**src/vipp_pkg.sv**
```systemverilog
// Shared types and constants for the variable-integral PID / PWM block.
// No dependencies; every other file in src imports this package.
package vipp_pkg;

	localparam int FRAC_BITS = 8;

	// stream widths
	localparam int IN_W  = 56;
	localparam int OUT_W = 40;

	// fixed-point constants
	localparam logic [17:0] ONE_Q = 18'(1 << FRAC_BITS);
	localparam logic [17:0] TWO_Q = 18'(2 << FRAC_BITS);
	localparam logic [8:0]  W_FULL = 9'd256;
	localparam int LIM_RAW = ((800 << FRAC_BITS) > 262143) ? 262143 : (800 << FRAC_BITS);
	localparam logic signed [19:0] LIM_POS = 20'(LIM_RAW);
	localparam logic signed [19:0] LIM_NEG = -20'(LIM_RAW);

	// datapath widths
	localparam int PD_SH  = 2 * FRAC_BITS;
	localparam int I_SH   = 2 * FRAC_BITS + 8;
	localparam int PS_W   = 43;
	localparam int PD_W   = PS_W - PD_SH;
	localparam int WI_W   = 28;
	localparam int T_W    = 53;
	localparam int TOT_W  = 54;
	localparam int SUM_W  = TOT_W - I_SH;

	// duty limits
	localparam int DUTY_NEUTRAL = 5000;
	localparam int DUTY_MAX     = 9950;
	localparam int DUTY_MIN     = 50;

	// queue
	localparam int FIFO_DEPTH = 4;
	localparam int FIFO_AW    = $clog2(FIFO_DEPTH);

	// register indexes
	localparam logic [1:0] REG_LOCK   = 2'd0;
	localparam logic [1:0] REG_GAIN_P = 2'd1;
	localparam logic [1:0] REG_GAIN_D = 2'd2;
	localparam logic [1:0] REG_GAIN_I = 2'd3;

	typedef struct packed {
		logic signed [15:0] e;
		logic signed [16:0] de;
		logic [8:0]         w;
		logic signed [18:0] integ;
		logic signed [18:0] nint;
	} item_t;

	typedef struct packed {
		logic        lock;
		logic [23:0] gain_p;
		logic [23:0] gain_d;
		logic [23:0] gain_i;
	} gains_t;

endpackage

```
**src/vipp_fifo.sv**
```systemverilog
// Short register queue between front and back ends.
// Depends on vipp_pkg for the item type and depth.
module vipp_fifo (
	input  logic            clk,
	input  logic            arst_n,
	input  logic            push,
	input  vipp_pkg::item_t push_item,
	output logic            full,
	input  logic            pop,
	output logic            valid,
	output vipp_pkg::item_t head
);
	import vipp_pkg::*;

	item_t              mem_q [FIFO_DEPTH];
	logic [FIFO_AW-1:0] wr_ptr_q;
	logic [FIFO_AW-1:0] rd_ptr_q;
	logic [FIFO_AW:0]   count_q;
	logic               do_pop;

	assign full   = (count_q == (FIFO_AW+1)'(FIFO_DEPTH));
	assign valid  = (count_q != '0);
	assign head   = mem_q[rd_ptr_q];
	assign do_pop = pop && valid;

	always_ff @(posedge clk) begin
		if (push) begin
			mem_q[wr_ptr_q] <= push_item;
		end
	end

	always_ff @(posedge clk or negedge arst_n) begin
		if (!arst_n) begin
			wr_ptr_q <= '0;
			rd_ptr_q <= '0;
			count_q  <= '0;
		end else begin
			if (push) begin
				wr_ptr_q <= wr_ptr_q + 1'b1;
			end
			if (do_pop) begin
				rd_ptr_q <= rd_ptr_q + 1'b1;
			end
			case ({push, do_pop})
				2'b10:   count_q <= count_q + 1'b1;
				2'b01:   count_q <= count_q - 1'b1;
				default: count_q <= count_q;
			endcase
		end
	end

endmodule

```
**config.mk**
```make
export PLATFORM = sky130hd
export DESIGN_NAME = vipp_fifo
export DESIGN_NICKNAME = d
export VERILOG_FILES = /design/src/vipp_pkg.sv /design/src/vipp_fifo.sv
export SDC_FILE = /design/constraint.sdc
export NUM_CORES = 1
export LEC_CHECK = 0
export CAP_MARGIN = 25
export CORE_MARGIN = 2
export CORE_UTILIZATION = 55
export DETAILED_ROUTE_END_ITERATION = 8
export DONT_BUFFER_PORTS = 1
export PLACE_DENSITY_LB_ADDON = 0.05
export SLEW_MARGIN = 10
export SYNTH_ARGS = -nofsm -noshare
export SYNTH_HDL_FRONTEND = slang
export SYNTH_SLANG_ARGS = --single-unit
```
**constraint.sdc**
```tcl
create_clock -name clk -period 3.1 [get_ports clk]
set_input_delay 0.62 -clock clk [delete_from_list [all_inputs] [get_ports clk]]
set_output_delay 0.62 -clock clk [all_outputs]
set_load 0.05 [all_outputs]
```
* After elaboration in Yosys (flattened, before gate mapping)
Memory sizes are Yosys's and may differ from the RTL's.
Index checks and enable logic that the tools add are counted.
** Storage, ports and cells
- Bits of input ports :: 84
- Memory bits (writable) :: 320
- Word-level logic and storage cells :: 17
- Memories kept :: 1
- Register bits :: 7
- ROM bits :: 0
- Output and inout port bits :: 82
- Bits in latches :: 0
** Memories
- mem_q :: depth 4, width 80, rd ports 1, clocked after Yosys merged registers in 0, wr ports 1, line vipp_fifo.sv:15 : item_t mem_q [FIFO_DEPTH];
** Operators by class
- Equal/unequal tests :: 3
- Shift-type cells :: 0
- Multiplexer cells :: 3
- Multiply operators :: 0
- Divide/modulo/power cells :: 0
- Add/subtract/negate cells :: 4
- Order comparisons :: 0
- Bitwise gates (word level) :: 0
- Reductions and logical operators :: 3
** Operator list (count)
- $pmux W3 S2 :: 1
- $add A2 B1 Y2 const B :: 2
- $add A3 B1 Y3 const B :: 1
- $eq A3 B3 Y1 const B :: 1
- $reduce_bool A3 Y1 :: 1
- $sub A3 B1 Y3 const B :: 1
- $eq A2 B1 Y1 const B :: 1
- $eq A2 B2 Y1 const B :: 1
- $mux W1 :: 2
- $reduce_bool A2 Y1 :: 1
- $logic_and A1 B1 Y1 :: 1

* Logic depth before layout (Yosys ltp)
Gate-level depths: netlist (run 1).
- Word-level depth :: 4
- Depth in mapped cells :: 7
- Depth with buffers taken out :: 7

* Least setup slack after synthesis (run 1)
No wires, ideal clock.
- Kind :: reg2reg
- Start :: register wr_ptr_q[0]
- End :: memory mem_q[0][0] (netlist name), enable pin
- Setup slack :: 0.169 ns
- Arrival time :: 2.484 ns
- Required time :: 2.653 ns
- Clock period less this slack :: 2.931 ns
- Setup time :: 0.447 ns
- Cell stages (with the launch flop) :: 4
- Path through :: dfrtp_1 inv_1 ha_1 and2_1
** RTL lines
- start: declaration :: line vipp_fifo.sv:16 : logic [FIFO_AW-1:0] wr_ptr_q;
- start signal: assignment :: line vipp_fifo.sv:39 : wr_ptr_q <= wr_ptr_q + 1'b1;
- end: declaration :: line vipp_fifo.sv:15
Straight into the memory's write port.

==> run_results.csv, run 1 <==
group,metric,value,unit
outcome,outcome,"completed",
clock_network,clk_pin_slew,0.06,ns
detailed_routing,wl_per_cell,25.19,microns
floorplanning,die_w,151.9,microns
final_layout,area_growth,11.50,%
sta,min_period_over_period,0.9117,
final_layout,final_util,0.6207,
sta,fin_crit,2.826,ns
yosys,synth_edf_count,320,
detailed_routing,drt_iter0_markers,247,
worst_setup_path,cp-start-kind,"flip-flop",
global_route,gr-total-overflow,0,
sta,fmax,0.3538,GHz
final_layout,final_nets,575,
yosys,ys.flop_type,"edfxtp_1",
job,drv_cap,0,
final_layout,drive_gt1_frac,0.2868,
global_route,grt_pass1_vias,5120,
floorplanning,io_pins,166,
floorplanning,initial_core_util,0.5567,
sta,final_max_slew_viol_count,0,
worst_setup_path,startpoint,"rd_ptr_q[0]",
worst_setup_path,cp_cell_sequence,"buf_12 -> mux4_2",
worst_setup_path,slowest_stage,"dfrtp_4",
clock_network,clk_path_buf_depth,3,
sta,tns,0,ns
clock_network,clkSinkCount,327,
detailed_routing,first_pass_iters,4,
sta,skew,0.005304,ns
min_path,hold_path.class,"in2reg",
detailed_routing,dr_total_vias,4662,
yosys,yosysMostFrequentCell,"edfxtp_1",
yosys,yosysTopAreaCell,"edfxtp_1",
yosys,synth.yosys.seq_area_share,0.8129,
sta,grt_setup_unrepaired,"no",
worst_setup_path,r2r-start,"wr_ptr_q[1]",
yosys,netlist_instances,455,
yosys,ys_seq_elements,327,
yosys,synth_top_area_share,0.7983,
yosys,synthTopCellsByCount,"edfxtp_1 (320), mux4_2 (79), buf_2 (9)",
worst_setup_path,path_max_fanout,18,
place,routabilityCongestion,0.6880,
clock_network,cts_resized,0,
yosys,syn_area_per_cell,26.45,sq um
clock_network,numCtsBuffers,31,
sta,setup_viol,0,
worst_setup_path,crit_buf_inv,1,
floorplanning,rows,54,
worst_setup_path,max_stage_delay,0.71,ns
detailed_routing,drcViolationCount,0,
yosys,yosysWarnings,0,
clock_network,insertion_delay,0.53,ns
clock_network,clockRootBuffer,"clkbuf_16",
global_route,grt_pass1_wl,30690,microns
global_route,antenna_found_initial,0,
clock_network,cts_tree,"done",
worst_setup_path,path_class,"reg2out",
detailed_routing,avgViaCountPerCell,5.909,
sta,tightest_slew,0.5583,ns
clock_network,cts-htree-levels,1,
global_route,grt_usage,0.1739,
sta,relSlewSlack,0.6294,
worst_setup_path,path_delay_family,"flip-flops",
place,port_buffers,0,
floorplanning,die_h,151.9,microns
worst_setup_path,critPathArrivalTime,2.21,ns
floorplanning,die_area,0.02308,sq mm
yosys,ys_top_cells_by_area,"edfxtp_1 (80%), mux4_2 (15%), dfrtp_1 (1.5%)",
final_layout,antenna_cells,0,
yosys,yosysUniqueCellTypes,20,
place,place_inst,730,
place,hpwl,11650,microns
yosys,syn-num-nets,545,
detailed_routing,final_antenna_net_count,0,
yosys,synthesis.area,0.01204,sq mm
floorplanning,coreArea,0.02162,sq mm
sta,finalHoldViolations,0,
yosys,async_flop_share,0.02141,
worst_setup_path,cp-end-kind,"primary output",
global_route,grt_max_degree,50,
worst_setup_path,worstPathRequired,2.48,ns
final_layout,final_cells,789,
min_path,hp-start,"push",
detailed_routing,routed_wl,19870,microns
==> per-layer routing <==
metal	track usage	wire length [microns]	up-vias
li1	-	-	2010
met1	0.2186	7428	2446
met2	0.2864	9935	184
met3	0.07245	2197	22
met4	0.04139	312	0
met5	0	0	-
==> cell usage in the layout, fill, tap and decap left out, types with 2 or more instances in the layout <==
cell / netlist / final
buf_12: 8 / 9
clkbuf_1: 0 / 2
clkbuf_16: 0 / 31
ha_1: 5 / 5
dfrtp_4: 0 / 2
dfrtp_1: 7 / 5
mux4_2: 79 / 79
bufinv_16: 0 / 4
clkinv_1: 0 / 8
xor2_1: 4 / 4
clkinv_2: 0 / 8
edfxtp_1: 320 / 320
buf_4: 0 / 5
inv_1: 6 / 6
clkinvlp_4: 0 / 3
xnor2_1: 2 / 2
and2_4: 0 / 4
nand2_1: 2 / 2
==> registers in the layout, indices dropped and copies added, names as in the netlist <==
register / count
count_q: 3
mem_q: 320
rd_ptr_q: 2
wr_ptr_q: 2
==> through the flow <==
| stage | hold slack [ns] | setup slack, ns | instance area [sq um] |
|---|---|---|---|
| after global routing | 0.1476 | 0.1572 | 13420 |
| after global placement | 0.3248 | 0.5594 | 12390 |
| after detailed placement | 0.3247 | 0.5522 | 12390 |
| after CTS | 0.1486 | 0.2151 | 13420 |
| after floorplan | 0.3244 | 0.1690 | 12040 |
| final | 0.1698 | 0.2736 | 13420 |
==> worst paths after layout <==
kind	endpoint	slack, ns	cells past startpoint
max	head[68]	0.27	2
min	wr_ptr_q[0]	0.17	1
max reg2reg	mem_q[1][46]	1.21	4
min reg2reg	count_q[2]	0.54	1
max in group asynchronous	rd_ptr_q[0]	2.40	1
min in group asynchronous	rd_ptr_q[1]	0.42	1
==> kinds of logic (layout without fill, tap and decap cells) <==
| kind of cell | after synthesis | after routing | synth area share |
|---|---|---|---|
| DFF | 327 | 327 | 0.8129 |
| muxes | 81 | 81 | 0.1508 |
| buffers and inverters | 24 | 78 | 0.01985 |
| and+or+nand+nor | 9 | 9 | 0.004054 |
| adders and majority gates | 6 | 6 | 0.006861 |
| xor gates and xnor gates | 6 | 6 | 0.004366 |
| AOI/OAI and AO/OA | 2 | 2 | 0.001143 |
==> cell type report <==
cell class	count	area (sq um)
clock buffer	33	783.3
clock inverter	24	221.5
fill	1473	8200
inverter	6	22.52
multi-input combinational	104	2023
sequential	327	9792
tap	280	350.3
timing repair buffer	15	227.7
==> timing repair <==
action                                  4_1_cts  5_1_grt
setup buffers                                 1        0
endpoints found under the setup margin       35        0
hold buffers                                  1        0
hold endpoints to repair                      7        0
Power of run 1 is left out: the tool's default activity adds up to more than one toggle a clock period on the data nets, which glitch-free logic cannot reach.
==> run 2: changes to the inputs <==
- PLACE_DENSITY_LB_ADDON: 0.05 -> 0.25
- RECOVER_POWER: unset -> 25
==> run_results.csv, run 2 (synthesized netlist as in run 1, its figures left out) <==
group,metric,value,unit
sta,fmax,0.3322,GHz
floorplanning,rows,54,
min_path,hold_path.class,"in2reg",
place,place_inst,729,
final_layout,drive_gt1_frac,0.2780,
global_route,grt_usage,0.1731,
worst_setup_path,worstPathRequired,2.48,ns
clock_network,insertion_delay,0.54,ns
clock_network,clk_path_buf_depth,3,
global_route,grtUsageMet3,0.04792,
detailed_routing,dr_total_vias,4650,
job,drv_cap,0,
global_route,grt_max_degree,70,
place,post_dp_cell_area,0.01238,sq mm
final_layout,antenna_cells,0,
global_route,gr-usage-met2,0.2937,
sta,skew,0.008756,ns
detailed_routing,drt_iter0_markers,263,
worst_setup_path,cp_common_cell,"buf_4",
sta,setup_viol,0,
sta,min_period_over_period,0.9709,
clock_network,clkSinkCount,327,
outcome,outcome,"completed",
clock_network,numCtsBuffers,31,
final_layout,layout_common_cells,"edfxtp_1 (320), mux4_2 (79), clkbuf_16 (31), buf_12 (8)",
worst_setup_path,cp-end-kind,"primary output",
worst_setup_path,cp-start-kind,"flip-flop",
sta,final_max_slew_viol_count,0,
worst_setup_path,crit_buf_inv,2,
floorplanning,coreArea,0.02162,sq mm
final_layout,area_growth,10.50,%
worst_setup_path,path_delay_family,"flip-flops",
place,port_buffers,0,
sta,relSlewSlack,0.5702,
global_route,met1_usage,0.2211,
sta,finalHoldViolations,0,
sta,tightest_slew,0.6447,ns
detailed_routing,avgViaCountPerCell,5.962,
place,routabilityCongestion,0.7512,
detailed_routing,drcViolationCount,0,
floorplanning,initial_core_util,0.5567,
final_layout,final_cells,780,
place,hpwl,11870,microns
sta,grt_setup_unrepaired,"no",
sta,tns,0,ns
worst_setup_path,path_class,"reg2out",
floorplanning,die_h,151.9,microns
global_route,grt_pass1_vias,5211,
final_layout,top_register,"mem_q",
final_layout,final_nets,573,
global_route,gr-total-overflow,0,
clock_network,clk_pin_slew,0.06,ns
floorplanning,io_pins,166,
final_layout,largest_reg_flops,320,
floorplanning,die_area,0.02308,sq mm
worst_setup_path,critPathArrivalTime,2.39,ns
detailed_routing,first_pass_iters,5,
clock_network,cts-htree-levels,1,
final_layout,top_regs,"mem_q x320, count_q x3",
global_route,grt.busiest_layer,"met2",
worst_setup_path,slowest_stage,"dfrtp_4",
worst_setup_path,max_stage_delay,0.85,ns
global_route,antenna_found_initial,0,
final_layout,final_util,0.6152,
global_route,grt_pass1_wl,30600,microns
worst_setup_path,path_max_fanout,40,
final_layout,finalInstanceArea,0.01330,sq mm
detailed_routing,wl_per_cell,25.32,microns
clock_network,cts_tree,"done",
detailed_routing,routed_wl,19750,microns
final_layout,mostFrequentLayoutCell,"edfxtp_1",
sta,fin_crit,3.010,ns
detailed_routing,final_antenna_net_count,0,
worst_setup_path,cp_cell_sequence,"buf_4 -> mux4_1 -> buf_4",
floorplanning,die_w,151.9,microns
clock_network,clockRootBuffer,"clkbuf_16",
-- run 2: changes by cell type in the layout (fill, tap and decap cells not counted), moves of 3 or more --
cell	previous run	this run
clkbuf_1	2	7
clkbuf_8	0	3
clkinvlp_4	3	0
clkinv_1	8	1
bufinv_16	4	1
-- run 2: area by class of cell --
cell class              count  area, sq um
flip-flops and latches    327         9792
fillers                  1466         8320
multi-input cells         104         2023
clock buffers              41        843.3
well taps                 280        350.3
repair buffers             13        200.2
clock inverters             9        68.82
inverters                   6        22.52
-- run 2: worst paths after layout --
check                         startpoint      endpoint  slack (ns)  cells after the start
max                          rd_ptr_q[1]      head[79]        0.09                      3
min in group asynchronous         arst_n    count_q[1]        0.43                      1
max in group asynchronous         arst_n   rd_ptr_q[1]        2.37                      1
min reg2reg                   count_q[2]    count_q[2]        0.53                      1
min                        push_item[60]  mem_q[1][60]        0.17                      0
max reg2reg                  wr_ptr_q[0]  mem_q[2][57]        1.26                      4
-- run 2: repair_timing --
action                                 in CTS  in global routing
buffers inserted                            0                  0
hold buffers                                1                  0
resized for setup                           0                  0
endpoints found under the hold margin       7                  0
-- run 2: routing by layer --
| layer | vias up | routed length, microns |
|---|---|---|
| met5 | - | 0 |
| met4 | 0 | 456 |
| met3 | 35 | 1585 |
| met2 | 154 | 10280 |
| met1 | 2471 | 7426 |
| li1 | 1990 | - |
-- run 2: stage by stage --
stage / hold WS [ns] / worst slack (ns)
after global placement: 0.3247 / 0.6865
after global routing: 0.1506 / 0.001025
after detailed placement: 0.3247 / 0.6585
after CTS: 0.1437 / 0.06014
final: 0.1745 / 0.09019
after floorplan: 0.3244 / 0.1690
Power of run 2 is left out for the same reason.
==> run 3: changes to the inputs <==
- clock period: 3.1 -> 3.5 ns (I/O delays scaled with it)
==> run_results.csv, run 3 (synthesized netlist as in run 1, its figures left out) <==
group,metric,value,unit
detailed_routing,drcViolationCount,0,
final_layout,final_util,0.6223,
sta,grt_setup_unrepaired,"no",
worst_setup_path,worstPathRequired,2.80,ns
global_route,grt_pass1_wl,31160,microns
sta,relSlewSlack,0.4919,
detailed_routing,wl_per_cell,25.32,microns
final_layout,finalInstanceArea,0.01345,sq mm
min_path,holdPathEnd,"mem_q[3][46]",
final_layout,antenna_cells,0,
worst_setup_path,rr_endpoint,"mem_q[0][19]",
sta,fmax,0.3521,GHz
worst_setup_path,rr_worst_depth,4,
worst_setup_path,critPathArrivalTime,2.14,ns
final_layout,largest_reg_flops,320,
final_layout,area_growth,11.78,%
final_layout,final_nets,573,
min_path,hold_path.class,"in2reg",
clock_network,clk_pin_slew,0.07,ns
global_route,grt_usage,0.1789,
worst_setup_path,max_stage_delay,0.80,ns
floorplanning,die_area,0.02308,sq mm
min_path,min_delay_path_depth,0,
sta,setup_viol,0,
place,routabilityCongestion,0.7342,
detailed_routing,drt_iter0_markers,232,
detailed_routing,dr_total_vias,4663,
worst_setup_path,cp-start-kind,"flip-flop",
clock_network,cts_tree,"done",
place,place_ws,1.126,ns
sta,final_max_slew_viol_count,0,
global_route,antenna_found_initial,0,
clock_network,cts_resized,0,
worst_setup_path,cp_cell_sequence,"buf_4 -> mux4_2",
global_route,grt_max_degree,47,
sta,min_period_over_period,0.8114,
floorplanning,io_pins,166,
worst_setup_path,rrSetupSlack,1.52,ns
floorplanning,die_w,151.9,microns
sta,tightest_slew,0.7621,ns
final_layout,top_regs,"mem_q x320, count_q x3",
global_route,grt_pass1_vias,5230,
worst_setup_path,r2r-start,"wr_ptr_q[0]",
worst_setup_path,cp-end-kind,"primary output",
worst_setup_path,crit_buf_inv,1,
final_layout,layout_common_cells,"edfxtp_1 (320), mux4_2 (79), clkbuf_16 (37), inv_1 (6), buf_12 (6)",
worst_setup_path,path_max_fanout,34,
detailed_routing,final_antenna_net_count,0,
clock_network,insertion_delay,0.50,ns
floorplanning,die_h,151.9,microns
global_route,gr-total-overflow,0,
place,port_buffers,0,
final_layout,drive_gt1_frac,0.2888,
floorplanning,coreArea,0.02162,sq mm
clock_network,clkSinkCount,327,
place,hpwl,12040,microns
final_layout,top_register,"mem_q",
worst_setup_path,path_class,"reg2out",
final_layout,n_fill_cell,1435,
min_path,hp-start,"push_item[46]",
sta,worst_slack,0.6601,ns
sta,skew,0.01312,ns
job,drv_cap,0,
detailed_routing,first_pass_iters,4,
clock_network,cts-htree-levels,2,
floorplanning,initial_core_util,0.5567,
sta,finalHoldViolations,0,
place,post_dp_cell_area,0.01233,sq mm
clock_network,numCtsBuffers,34,
worst_setup_path,slowest_stage,"dfrtp_4",
clock_network,post_cts_buffers,0,
final_layout,mostFrequentLayoutCell,"edfxtp_1",
sta,fin_crit,2.840,ns
detailed_routing,avgViaCountPerCell,5.910,
floorplanning,rows,54,
clock_network,clockRootBuffer,"clkbuf_16",
sta,tns,0,ns
clock_network,clk_path_buf_depth,3,
detailed_routing,routed_wl,19980,microns
worst_setup_path,path_delay_family,"flip-flops",
outcome,outcome,"completed",
run 3: cell types whose count changed in the layout (fill, tap and decap cells not counted), sizes merged:
| cell | delta |
|---|---|
| clkinvlp | +1 |
| clkbuf | +3 |
| inv | +5 |
| clkinv | +3 |
| buf | -3 |
run 3: repair_timing:
action	4_1_cts	5_1_grt
endpoints found under the hold margin	7	0
hold buffers	1	0
endpoints found under the setup margin	0	0
run 3: stage by stage:
step	hold slack (ns)	cells
floorplan	0.4044	455
global placement	0.4049	726
detailed placement	0.4047	726
CTS	0.2683	789
global route	0.2569	789
finish	0.2925	789
run 3: layout make-up:
class,count,area (sq um),area share
Timing Repair Buffer,10,152.6,0.01135
Inverter,6,22.52,0.001674
Multi-Input combinational cell,104,2023,0.1504
Sequential cell,327,9792,0.7278
Clock buffer,44,972.2,0.07226
Tap cell,280,350.3,0.02604
Clock inverter,18,141.4,0.01051
run 3: worst max-delay path by stage:
stage	from	endpoint	slack, ns	depth (start not counted)
after floorplan	push	mem_q[0][0]	0.49	1
after global placement	rd_ptr_q[0]	head[78]	1.13	2
after detailed placement	rd_ptr_q[0]	head[54]	1.13	2
after CTS	rd_ptr_q[0]	head[63]	0.59	2
after global routing	rd_ptr_q[0]	head[48]	0.53	2
final	rd_ptr_q[1]	head[61]	0.66	2
run 3: worst reg2reg max path: stages (launching register included):
cell     delay, ns
dfrtp_1       0.42
inv_1         0.11
ha_1          0.15
and2_4        0.64
buf_12        0.34
run 3: per-layer routing:
metal  track usage  part of all wire
met1        0.2192              0.36
met4       0.06676             0.033
met2        0.2984              0.52
met5             0                 0
met3       0.06161             0.079
Power of run 3 is left out for the same reason.
