==> src/vipp_pkg.sv <==
// Shared types and constants for the variable-integral PID / PWM block.
// No dependencies; every other file in src imports this package.
package vipp_pkg;

	localparam int FRAC_BITS = 8;

	// stream widths
	localparam int IN_W  = 56;
	localparam int OUT_W = 40;

	// fixed-point constants
	localparam logic [17:0] ONE_Q = 18'(1 << FRAC_BITS);
	localparam logic [17:0] TWO_Q = 18'(2 << FRAC_BITS);
	localparam logic [8:0]  W_FULL = 9'd256;
	localparam int LIM_RAW = ((800 << FRAC_BITS) > 262143) ? 262143 : (800 << FRAC_BITS);
	localparam logic signed [19:0] LIM_POS = 20'(LIM_RAW);
	localparam logic signed [19:0] LIM_NEG = -20'(LIM_RAW);

	// datapath widths
	localparam int PD_SH  = 2 * FRAC_BITS;
	localparam int I_SH   = 2 * FRAC_BITS + 8;
	localparam int PS_W   = 43;
	localparam int PD_W   = PS_W - PD_SH;
	localparam int WI_W   = 28;
	localparam int T_W    = 53;
	localparam int TOT_W  = 54;
	localparam int SUM_W  = TOT_W - I_SH;

	// duty limits
	localparam int DUTY_NEUTRAL = 5000;
	localparam int DUTY_MAX     = 9950;
	localparam int DUTY_MIN     = 50;

	// queue
	localparam int FIFO_DEPTH = 4;
	localparam int FIFO_AW    = $clog2(FIFO_DEPTH);

	// register indexes
	localparam logic [1:0] REG_LOCK   = 2'd0;
	localparam logic [1:0] REG_GAIN_P = 2'd1;
	localparam logic [1:0] REG_GAIN_D = 2'd2;
	localparam logic [1:0] REG_GAIN_I = 2'd3;

	typedef struct packed {
		logic signed [15:0] e;
		logic signed [16:0] de;
		logic [8:0]         w;
		logic signed [18:0] integ;
		logic signed [18:0] nint;
	} item_t;

	typedef struct packed {
		logic        lock;
		logic [23:0] gain_p;
		logic [23:0] gain_d;
		logic [23:0] gain_i;
	} gains_t;

endpackage

==> src/vipp_front.sv <==
// Front end: takes input words, computes the integral weight, the error
// difference and the updated integral. Depends on vipp_pkg.
module vipp_front (
	input  logic                   s_tvalid,
	output logic                   s_tready,
	input  logic [vipp_pkg::IN_W-1:0] s_tdata,
	input  logic                   q_full,
	output logic                   push,
	output vipp_pkg::item_t        push_item
);
	import vipp_pkg::*;

	logic signed [15:0] e;
	logic signed [15:0] ep;
	logic signed [18:0] integ;
	logic signed [16:0] e_x;
	logic [16:0]        mag;
	logic [17:0]        mag_x;
	logic [17:0]        diff;
	logic [25:0]        w_wide;
	logic signed [19:0] nsum;
	logic signed [19:0] nclamp;

	assign e     = s_tdata[15:0];
	assign ep    = s_tdata[31:16];
	assign integ = s_tdata[50:32];

	assign e_x    = {e[15], e};
	assign mag    = e_x[16] ? 17'(-e_x) : 17'(e_x);
	assign mag_x  = {1'b0, mag};
	assign diff   = TWO_Q - mag_x;
	assign w_wide = {diff, 8'b0} >> FRAC_BITS;

	assign nsum = 20'(integ) + 20'(e);

	always_comb begin
		if (nsum >= LIM_POS) begin
			nclamp = LIM_POS;
		end else if (nsum <= LIM_NEG) begin
			nclamp = LIM_NEG;
		end else begin
			nclamp = nsum;
		end
	end

	always_comb begin
		push_item.e     = e;
		push_item.de    = 17'(e) - 17'(ep);
		push_item.integ = integ;
		if (mag_x >= TWO_Q) begin
			push_item.w    = '0;
			push_item.nint = '0;
		end else begin
			push_item.w    = (mag_x <= ONE_Q) ? W_FULL : w_wide[8:0];
			push_item.nint = nclamp[18:0];
		end
	end

	assign s_tready = !q_full;
	assign push     = s_tvalid && !q_full;

endmodule

==> config.mk <==
export PLATFORM = sky130hd
export DESIGN_NAME = vipp_front
export DESIGN_NICKNAME = d
export VERILOG_FILES = /design/src/vipp_pkg.sv /design/src/vipp_front.sv
export SDC_FILE = /design/constraint.sdc
export NUM_CORES = 1
export LEC_CHECK = 0
export BUFFER_PORTS_ARGS = -buffer_cell sky130_fd_sc_hd__buf_2
export CAP_MARGIN = 5
export CORE_UTILIZATION = 45
export DETAILED_ROUTE_END_ITERATION = 7
export PLACE_DENSITY_LB_ADDON = 0.05
export SLEW_MARGIN = 20
export SYNTH_ARGS = -nofsm -noshare
export SYNTH_HDL_FRONTEND = slang
export SYNTH_SLANG_ARGS = --single-unit
==> constraint.sdc <==
create_clock -name vclk -period 3.55
set_input_delay 0.5325 -clock vclk [all_inputs]
set_output_delay 0.5325 -clock vclk [all_outputs]
set_load 0.02 [all_outputs]
[Yosys cells after proc, flatten, opt, wreduce, memory -nomap -nowiden]
Index checks and enable logic that the tools add are counted.
Word-level totals
  memories kept: 0
  flip-flop bits (word level): 0
  latch bits: 0
  bits in writable memories: 0
  bits in read-only memories: 0
  input bits: 58
  logic and storage cells: 16
Cells by class
  equal/unequal tests: 0
  bitwise logic cells: 0
  multipliers: 0
  div/mod/pow operators: 0
  reduce and logical (&&, ||, !) cells: 2
  add/subtract/negate cells: 4
  shifts and indexed selects: 0
  magnitude comparators: 4
  muxes and demuxes: 6
Operators with widths (count)
  $mux 19: 3
  $add 19x16->20: 1
  $ge 20x19->1 const B: 1
  $le 20x19->1 const B: 1
  $mux 9: 2
  $ge 17x10->1 const B: 1
  $le 17x9->1 const B: 1
  $mux 17: 1
  $neg 16->17: 1
  $sub 16x16->17: 1
  $sub 1x9->9 const A: 1
  $logic_and 1x1->1: 1
  $logic_not 1->1: 1

[Depth between registers and ports, before layout]
Gate-level depths: netlist (run 1).
  depth in word-level cells: 5
  mapped depth: 12
  depth with buffers taken out: 12

[Worst setup path after synthesis (run 1)]
No wires, ideal clock.
  kind: input to output
  from: in s_tdata[0] (netlist bit)
  to: out push_item[10] (netlist bit)
  setup slack: -425 ps
  cell stages on the path: 12
  data arrival time: 3443 ps
  buffers on the path: 0
  cell sequence: ha_1 -> inv_1 -> fa_1 -> nor2b_4 -> o2111a_2 -> nor3_4 -> o311a_4 -> a211oi_4 -> xor2_2 -> a211oi_1 -> a21oi_2 -> nor4_1
RTL lines
  start: declaration: line vipp_front.sv:6  | input logic [vipp_pkg::IN_W-1:0] s_tdata,
  end: declaration: line vipp_front.sv:9  | output vipp_pkg::item_t push_item

==> flow_summary.yaml, run 1 <==
sta:
  holdWs_ns: 1.29
  grt_setup_unrepaired: "yes"
  slew_headroom: 0.688
  worst_slew_pin_slew_ns: 0.463
  fmax_mhz: 265
  setup_viol: 15
  period_minus_slack_ns: 3.77
  layout_setup_ws_ns: -0.218
  fin_tns_setup_ns: -2.44
  hold_viol_final: 0
  fin_crit_sh: 1.06
  maxSlewViolCount: 0
die:
  rows: 28
  fp.dieH_microns: 82.0
  start_util: 0.475
  io_pins: 140
  dieArea_sq_mm: 0.00672
  die_x_microns: 82.0
  core_area_sq_mm: 0.00606
critical_path:
  criticalPathCategory: "input port to primary output"
  critPathSlowestCell: "fa_2"
  arrival_ns: 3.24
  crit_family: "compound AO/OA/AOI/OAI gates"
  critical_path.max_fanout: 8
  end_kind: "primary output"
  start_kind: "input port"
  path_buf_inv: 4
  max_stage_delay_ns: 0.37
  cp_cell_sequence: "buf_8 > ha_4 > inv_2 > fa_2 > nor2b_4 > o2111a_2 > nor3_4 > o311a_4 > a211oi_4 > xor2_2 > and2_4 > a21oi_4 > buf_12 > nor4_4 > buf_4"
  critPathRequiredTime_ns: 3.02
final_layout:
  nFlopsAndLatches: 0
  layout_commonest_cell: "buf_2"
  finish.utilization: 0.791
  syn_to_final_growth_pct: 66.5
  antenna_cells: 0
  mostFrequentLayoutCells: "112 x buf_2, 106 x buf_4, 31 x inv_1"
  final_area_sq_mm: 0.00479
  clkbuf_count: 0
  drive_above_1_share: 0.547
  layout.nets: 701
  seq_area_sq_um: 0
  stdcell_count: 677
logic_synthesis:
  yosysSeqAreaShare: 0
  synth_top_area_share: 0.161
  avgSynthCellArea_sq_um: 7.16
  synth_area_sq_mm: 0.00288
  yosys_warnings: 0
  synth_cells: 402
  synth_cell_types: 67
  synth_top_cell_by_area: "ha_1"
  synthTopCellsByArea: "ha_1 16%, buf_4 9.1%, xnor2_1 7.6%"
  syn_nets: 499
global_routing:
  overflow: 0
  grt_pass1_vias: 3300
  grt_start_max_net_pins: 19
  grt_first_pass_wirelength_mm: 14.4
  antenna_found_initial: 0
  grt_use_total: 0.266
job:
  drv_cap: 0
run_status:
  outcome: "finished with violations"
  violations: "negative setup slack"
detailed_routing:
  vias_per_cell: 5.37
  first_pass_iters: 4
  wl_per_cell_microns: 13.9
  drcViolationCount: 0
  drtAntennaViolNets: 0
  drt_iter0_markers: 124
  via_count: 3635
  wl_mm: 9.43
place:
  portBuffers: 135
  place_ws_ns: -0.368
  place_area_sq_mm: 0.00426
  routabilityCongestion: 0.922
  dp_hpwl_mm: 7.50
  dp.cells: 664
power_and_ir_drop:
  total_power_mw: 1.01
  powerDensity_mw_per_mm2: 211
  ir_worst_vdd_uv: 192
  leakage_nw: 2.34
worst_hold_path:
  hold_path.class: "input port to primary output"
==> Yosys cell counts, types with 4 or more instances <==
master and count:
a211o_1 4, a211oi_1 6, a21o_1 6, a21oi_1 30, and2_1 5, and3_1 12
buf_4 35, ha_1 37, inv_1 34, nand2_1 25, nand2b_1 8, nand3_1 4
nor2_1 29, nor2b_1 8, nor3_1 16, nor3b_1 4, o211ai_1 4, o21a_1 6
o21ai_0 21, o31ai_1 5, or3_1 5, xnor2_1 25, xor2_1 10
==> power breakdown <==
| group | internal [mW] | switching (mW) | total, mW |
|---|---|---|---|
| sequential | 0 | 0 | 0 |
| combinational | 0.473 | 0.537 | 1.01 |
| clock | 0 | 0 | 0 |
| total | 0.473 | 0.537 | 1.01 |
==> final timing paths <==
| path | start | to | slack [ns] | cells past startpoint |
|---|---|---|---|---|
| max | s_tdata[32] | push_item[11] | -0.22 | 15 |
| min | s_tdata[32] | push_item[19] | 1.29 | 2 |
==> cell type report <==
class / instances / area (sq um)
multi-input cells: 330 / 2970
repair buffers: 238 / 1600
fillers: 448 / 1270
inverters: 34 / 128
well taps: 75 / 93.8
==> cell families (layout without fill, tap and decap cells) <==
kind of cell,count (synthesis),after routing,share of synthesized area
AND/OR/NAND/NOR,135,135,0.259
AO/OA/AOI/OAI,115,115,0.294
buffers and inverters,72,272,0.140
adder cells (fa/ha/maj),41,41,0.182
XOR/XNOR,37,37,0.118
multiplexers,2,2,0.00695
==> repair_timing <==
item / in CTS / in global routing
hold buffers: 0 / 0
gates resized for setup: 56 / 47
pin swaps: 34 / 27
endpoints found under the setup margin: 22 / 32
setup buffers: 5 / 8
==> metal layers <==
| layer | GRT usage | wire [microns] |
|---|---|---|
| met3 | 0.0156 | 321 |
| met4 | 0.0351 | 136 |
| met5 | 0 | 0 |
| met2 | 0.517 | 4810 |
| met1 | 0.322 | 4160 |
Note: power is estimated with default switching activity, not from simulation.
==> run 2: changes to the inputs <==
==> constraint.sdc (replaced) <==
create_clock -name vclk -period 3.55
set_input_delay 0.5325 -clock vclk [all_inputs]
set_output_delay 0.5325 -clock vclk [all_outputs]
set_load 0.1 [all_outputs]
==> run 2 against run 1 <==
  * The run now fails in global routing (5_1_grt)
  * Area after synthesis unchanged
  * Synthesized cell count did not move
==> flow_summary.yaml, run 2 <==
run_status:
  outcome: "did not finish"
  stop_stage: "global routing (5_1_grt)"
  error: "[ERROR GRT-0232] Routing congestion too high. Check the congestion heatmap in the GUI."
logic_synthesis:
  synth_cells: 402
  yosysMostFrequentCell: "ha_1"
  synth_cell_types: 67
  synthTopCellsByArea: "ha_1 16%, buf_4 9.1%, xnor2_1 7.6%"
  yosys_warnings: 0
  avgSynthCellArea_sq_um: 7.16
  synth_top_area_share: 0.161
  synth_common_cells: "37 x ha_1, 35 x buf_4, 34 x inv_1, 30 x a21oi_1, 29 x nor2_1"
  syn_nets: 499
  synth_top_cell_by_area: "ha_1"
  synth_area_sq_mm: 0.00288
  yosysSeqAreaShare: 0
place:
  dp_hpwl_mm: 8.39
  portBuffers: 135
  place_ws_ns: -0.532
  routabilityCongestion: 0.867
global_routing:
  overflow: 6
  grt_start_max_net_pins: 19
  grt_use_total: 0.705
die:
  rows: 28
  fp.dieH_microns: 82.0
  io_pins: 140
  die_x_microns: 82.0
  start_util: 0.475
sta:
  endpoint_type: "output port"
  grt-worst-endpoint: "push_item[10]"
clocking:
  hold_buffers: 0
==> run 2: cell counts after synthesis <==
No cell type changed its count.
==> run 2: timing repair <==
action	CTS
pin swaps	41
endpoints found under the setup margin	31
gates cloned	0
gates resized for setup	74
buffers inserted	12
==> run 2: layer usage <==
metal,GRT overflow,track usage
met5,0,0.300
met1,0,0.666
met4,5,0.770
met2,1,0.879
met3,0,0.550
==> run 2: metrics by stage <==
stage / std cells / utilization / area [sq um] / hold WS, ns / TNS [ns]
CTS: 691 / 0.888 / 5380 / 1.45 / -5.39
detailed placement: 679 / 0.827 / 5010 / 1.45 / -11.29
global placement: 679 / 0.827 / 5010 / 1.45 / -9.09
floorplan: 402 / - / 3270 / 1.28 / -8.84
==> run 2: cells by family after synthesis <==
group / count (synthesis) / synth area share
simple gates: 135 / 0.259
compound gates: 115 / 0.294
buf+inv: 72 / 0.140
fa+ha+maj: 41 / 0.182
xor+xnor: 37 / 0.118
mux: 2 / 0.00695
==> run 3: changes to the inputs <==
--- a/config.mk
+++ b/config.mk
@@ -7,9 +7,9 @@
 export LEC_CHECK = 0
 export BUFFER_PORTS_ARGS = -buffer_cell sky130_fd_sc_hd__buf_2
 export CAP_MARGIN = 5
-export CORE_UTILIZATION = 45
+export CORE_UTILIZATION = 40
 export DETAILED_ROUTE_END_ITERATION = 7
-export PLACE_DENSITY_LB_ADDON = 0.05
+export PLACE_DENSITY_LB_ADDON = 0.15
 export SLEW_MARGIN = 20
 export SYNTH_ARGS = -nofsm -noshare
 export SYNTH_HDL_FRONTEND = slang
==> constraint.sdc (replaced) <==
create_clock -name vclk -period 4.6
set_input_delay 0.69 -clock vclk [all_inputs]
set_output_delay 0.69 -clock vclk [all_outputs]
set_load 0.1 [all_outputs]
==> run 3 against run 2 <==
  * The flow now finishes without violations
==> flow_summary.yaml, run 3 (synthesis results as in run 1) <==
global_routing:
  grt_use_total: 0.208
  antenna_found_initial: 0
  grt_first_pass_wirelength_mm: 13.2
  overflow: 0
  grt_start_max_net_pins: 19
  grt_pass1_vias: 2945
power_and_ir_drop:
  seq_power_share: 0
  comb_power_share: 1.000
  intPower_mw: 0.242
  ir_worst_vdd_uv: 175
  powerDensity_mw_per_mm2: 225
  leakage_nw: 1.86
  pwr-share-clk: 0
  switchingPower_mw: 0.640
  total_power_mw: 0.882
  swShare: 0.725
final_layout:
  nFlopsAndLatches: 0
  finish.utilization: 0.570
  antenna_cells: 0
  layout.nets: 611
  clkbuf_count: 0
  mostFrequentLayoutCells: "115 x buf_2, 37 x ha_1, 33 x inv_1"
  drive_above_1_share: 0.379
  syn_to_final_growth_pct: 36.0
  layout_commonest_cell: "buf_2"
  seq_area_sq_um: 0
sta:
  setup_viol: 0
  slew_headroom: 0.653
  fmax_mhz: 226
  fin_crit_sh: 0.964
  grt_setup_unrepaired: "no"
  maxSlewViolCount: 0
  worst_slew_pin_slew_ns: 0.517
  holdWs_ns: 1.77
  hold_viol_final: 0
  period_minus_slack_ns: 4.43
critical_path:
  critPathRequiredTime_ns: 3.91
  arrival_ns: 3.74
  criticalPathCategory: "input port to primary output"
  end_kind: "primary output"
  critical_path.max_fanout: 8
  start_kind: "input port"
detailed_routing:
  vias_per_cell: 5.33
  wl_mm: 7.86
  wl_per_cell_microns: 12.9
  via_count: 3240
  drtAntennaViolNets: 0
  drt_iter0_markers: 79
  first_pass_iters: 4
  drcViolationCount: 0
worst_hold_path:
  hold_path.class: "input port to primary output"
run_status:
  outcome: "finished clean"
die:
  io_pins: 140
  die_x_microns: 86.8
  fp.dieH_microns: 86.8
  rows: 30
  dieArea_sq_mm: 0.00754
  core_area_sq_mm: 0.00687
  start_util: 0.419
place:
  portBuffers: 135
  dp_hpwl_mm: 6.73
  routabilityCongestion: 0.874
clocking:
  hold_buffers: 0
job:
  drv_cap: 0
run 3: layout make-up:
class	instances	area, sq um
Tap cell	96	120
Inverter	34	128
Timing Repair Buffer	148	1040
Multi-Input combinational cell	330	2630
Fill cell	694	2950
run 3: metrics by stage:
step | setup TNS [ns] | worst slack [ns] | instance area [sq um] | instances
finish | 0 | 0.167 | 3920 | 608
global route | 0 | 0.00153 | 3920 | 608
CTS | 0 | 0.0914 | 3870 | 607
detailed placement | 0 | 0.105 | 3870 | 607
global placement | 0 | 0.167 | 3870 | 607
floorplan | -1.25 | -0.195 | 3000 | 402
run 3: worst max-delay path, stage by stage:
cell and delay (ns):
buf_2 0.09, ha_1 0.20, inv_1 0.07, fa_2 0.37
nor2b_4 0.13, o2111a_2 0.25, nor3_4 0.07, o311a_4 0.40
a211oi_4 0.23, xor2_2 0.28, and2_4 0.22, a21oi_4 0.06
buf_12 0.16, nor4_4 0.29, buf_12 0.22
run 3: layer usage:
layer / share of wire / track usage / up-vias
met5: 0 / 0 / -
met2: 0.47 / 0.368 / 117
met3: 0.046 / 0.00857 / 9
met4: 0.014 / 0.0288 / 0
li1: - / - / 1655
met1: 0.47 / 0.285 / 1459
run 3: path summary, 6_finish.rpt:
check   startpoint             to  cells after the start
min    s_tdata[47]  push_item[34]                      2
max     s_tdata[0]  push_item[11]                     15
run 3: power groups by stage:
| stage | sequential [mW] | combinational [mW] | clock, mW |
|---|---|---|---|
| after global routing | 0 | 0.940 | 0 |
| after detailed placement | 0 | 0.868 | 0 |
| final | 0 | 0.882 | 0 |
| after global placement | 0 | 0.860 | 0 |
| after CTS | 0 | 0.872 | 0 |
| after floorplan | 0 | 0.722 | 0 |
run 3: what timing repair did:
item	in CTS	in global routing
hold endpoints to repair	0	0
setup endpoints to repair	0	19
setup buffers	0	1
resized for setup	0	11
==> run 4: changes to the inputs <==
--- a/config.mk
+++ b/config.mk
@@ -7,6 +7,7 @@
 export LEC_CHECK = 0
 export BUFFER_PORTS_ARGS = -buffer_cell sky130_fd_sc_hd__buf_2
 export CAP_MARGIN = 5
+export CORE_MARGIN = 1.5
 export CORE_UTILIZATION = 40
 export DETAILED_ROUTE_END_ITERATION = 7
 export PLACE_DENSITY_LB_ADDON = 0.15
==> run 4 against run 3 <==
  * Critical path depth is the same
  * Non-clock buffer count fell by 4
  * Via count decreased by 2.2%
  * Setup slack worse by 0.041 ns
  * Final cell count is 0.66% lower
  * Wire length decreased by 1.2%
  * Global-route usage fell by 1.3 points
  * Sequential share of layout area stayed put
  * Total power down 1.2%
  * Core utilization shrank 0.47 points
  * Largest cell class unchanged
  * Highest routed layer unchanged
==> flow_summary.yaml, run 4 (synthesis results as in run 1) <==
sta:
  fmax_mhz: 224
  layout_setup_ws_ns: 0.127
  hold_viol_final: 0
  slew_headroom: 0.575
  grt_setup_unrepaired: "yes"
  maxSlewViolCount: 0
  fin_crit_sh: 0.972
  worst_slew_pin_slew_ns: 0.637
  period_minus_slack_ns: 4.47
  fin_tns_setup_ns: 0
  setup_viol: 0
detailed_routing:
  drt_iter0_markers: 74
  vias_per_cell: 5.25
  via_count: 3169
  first_pass_iters: 4
  wl_per_cell_microns: 12.9
  drtAntennaViolNets: 0
  drcViolationCount: 0
  wl_mm: 7.76
worst_hold_path:
  hold_path.class: "input port to primary output"
critical_path:
  end_kind: "primary output"
  critical_path.max_fanout: 8
  arrival_ns: 3.78
  criticalPathCategory: "input port to primary output"
  start_kind: "input port"
  critPathRequiredTime_ns: 3.91
final_layout:
  clkbuf_count: 0
  layout.nets: 607
  antenna_cells: 0
  stdcell_count: 604
  syn_to_final_growth_pct: 34.9
  drive_above_1_share: 0.366
  nFlopsAndLatches: 0
  mostFrequentLayoutCells: "116 x buf_2, 37 x ha_1, 34 x inv_1"
  seq_area_sq_um: 0
  layout_commonest_cell: "buf_2"
place:
  portBuffers: 135
  dp_hpwl_mm: 6.63
  place_ws_ns: 0.138
  dp.cells: 604
  routabilityCongestion: 0.896
die:
  fp.dieH_microns: 87.8
  start_util: 0.419
  dieArea_sq_mm: 0.00772
  rows: 30
  core_area_sq_mm: 0.00687
  die_x_microns: 87.8
  io_pins: 140
global_routing:
  grt_pass1_vias: 2880
  grt_first_pass_wirelength_mm: 12.6
  antenna_found_initial: 0
  grt_start_max_net_pins: 23
  overflow: 0
  grt_use_total: 0.195
clocking:
  cts_resized: 0
  hold_buffers: 0
  post-cts-setup-buffers: 0
power_and_ir_drop:
  leakage_nw: 1.85
  powerDensity_mw_per_mm2: 224
  ir_worst_vdd_uv: 174
run_status:
  outcome: "finished clean"
job:
  drv_cap: 0
==> run 4: changes by cell type in the layout (fill, tap and decap cells not counted), moves of 2 or more <==
cell,before,now
a211oi_1,3,5
a211oi_2,5,3
buf_12,17,19
buf_4,13,8
clkbuf_4,3,1
==> run 4: where the power goes <==
group	switching (mW)	internal, mW	total, mW
Combinational	0.637	0.235	0.872
Clock	0	0	0
Sequential	0	0	0
Total	0.637	0.235	0.872
==> run 4: per-layer routing <==
layer  vias to the layer above  GRT usage  share of wire
li1                       1643          -              -
met1                      1419      0.266           0.47
met2                       103      0.357           0.47
met3                         4    0.00660          0.046
met4                         0    0.00866         0.0052
met5                         -          0              0
==> run 4: area by class of cell <==
type,instances,area [sq um]
multi-input cells,330,2610
well taps,96,120
repair buffers,144,1030
inverters,34,128
fillers,694,2990
==> run 4: critical path: stages <==
cell,delay (ns)
buf_2,0.11
ha_1,0.22
inv_1,0.08
fa_2,0.24
nor2b_4,0.05
o2111a_2,0.28
nor3_4,0.29
o211ai_1,0.19
xnor2_2,0.19
or2_1,0.23
o311ai_2,0.45
a21oi_4,0.11
buf_12,0.17
nor4_4,0.27
buf_12,0.22
==> run 4: metrics by stage <==
| stage | utilization | hold WS (ns) | total power, mW | area [sq um] |
|---|---|---|---|---|
| finish | 0.565 | 1.77 | 0.872 | 3880 |
| CTS | 0.564 | 1.77 | 0.868 | 3870 |
| detailed placement | 0.564 | 1.77 | 0.864 | 3870 |
| global placement | 0.564 | 1.77 | 0.857 | 3870 |
| global route | 0.565 | 1.77 | 0.925 | 3880 |
| floorplan | - | 1.59 | 0.722 | 3000 |
==> run 4: final timing paths <==
check	cells after the start	slack [ns]	to	from
min	2	1.77	push_item[37]	s_tdata[50]
max	15	0.13	push_item[11]	s_tdata[0]
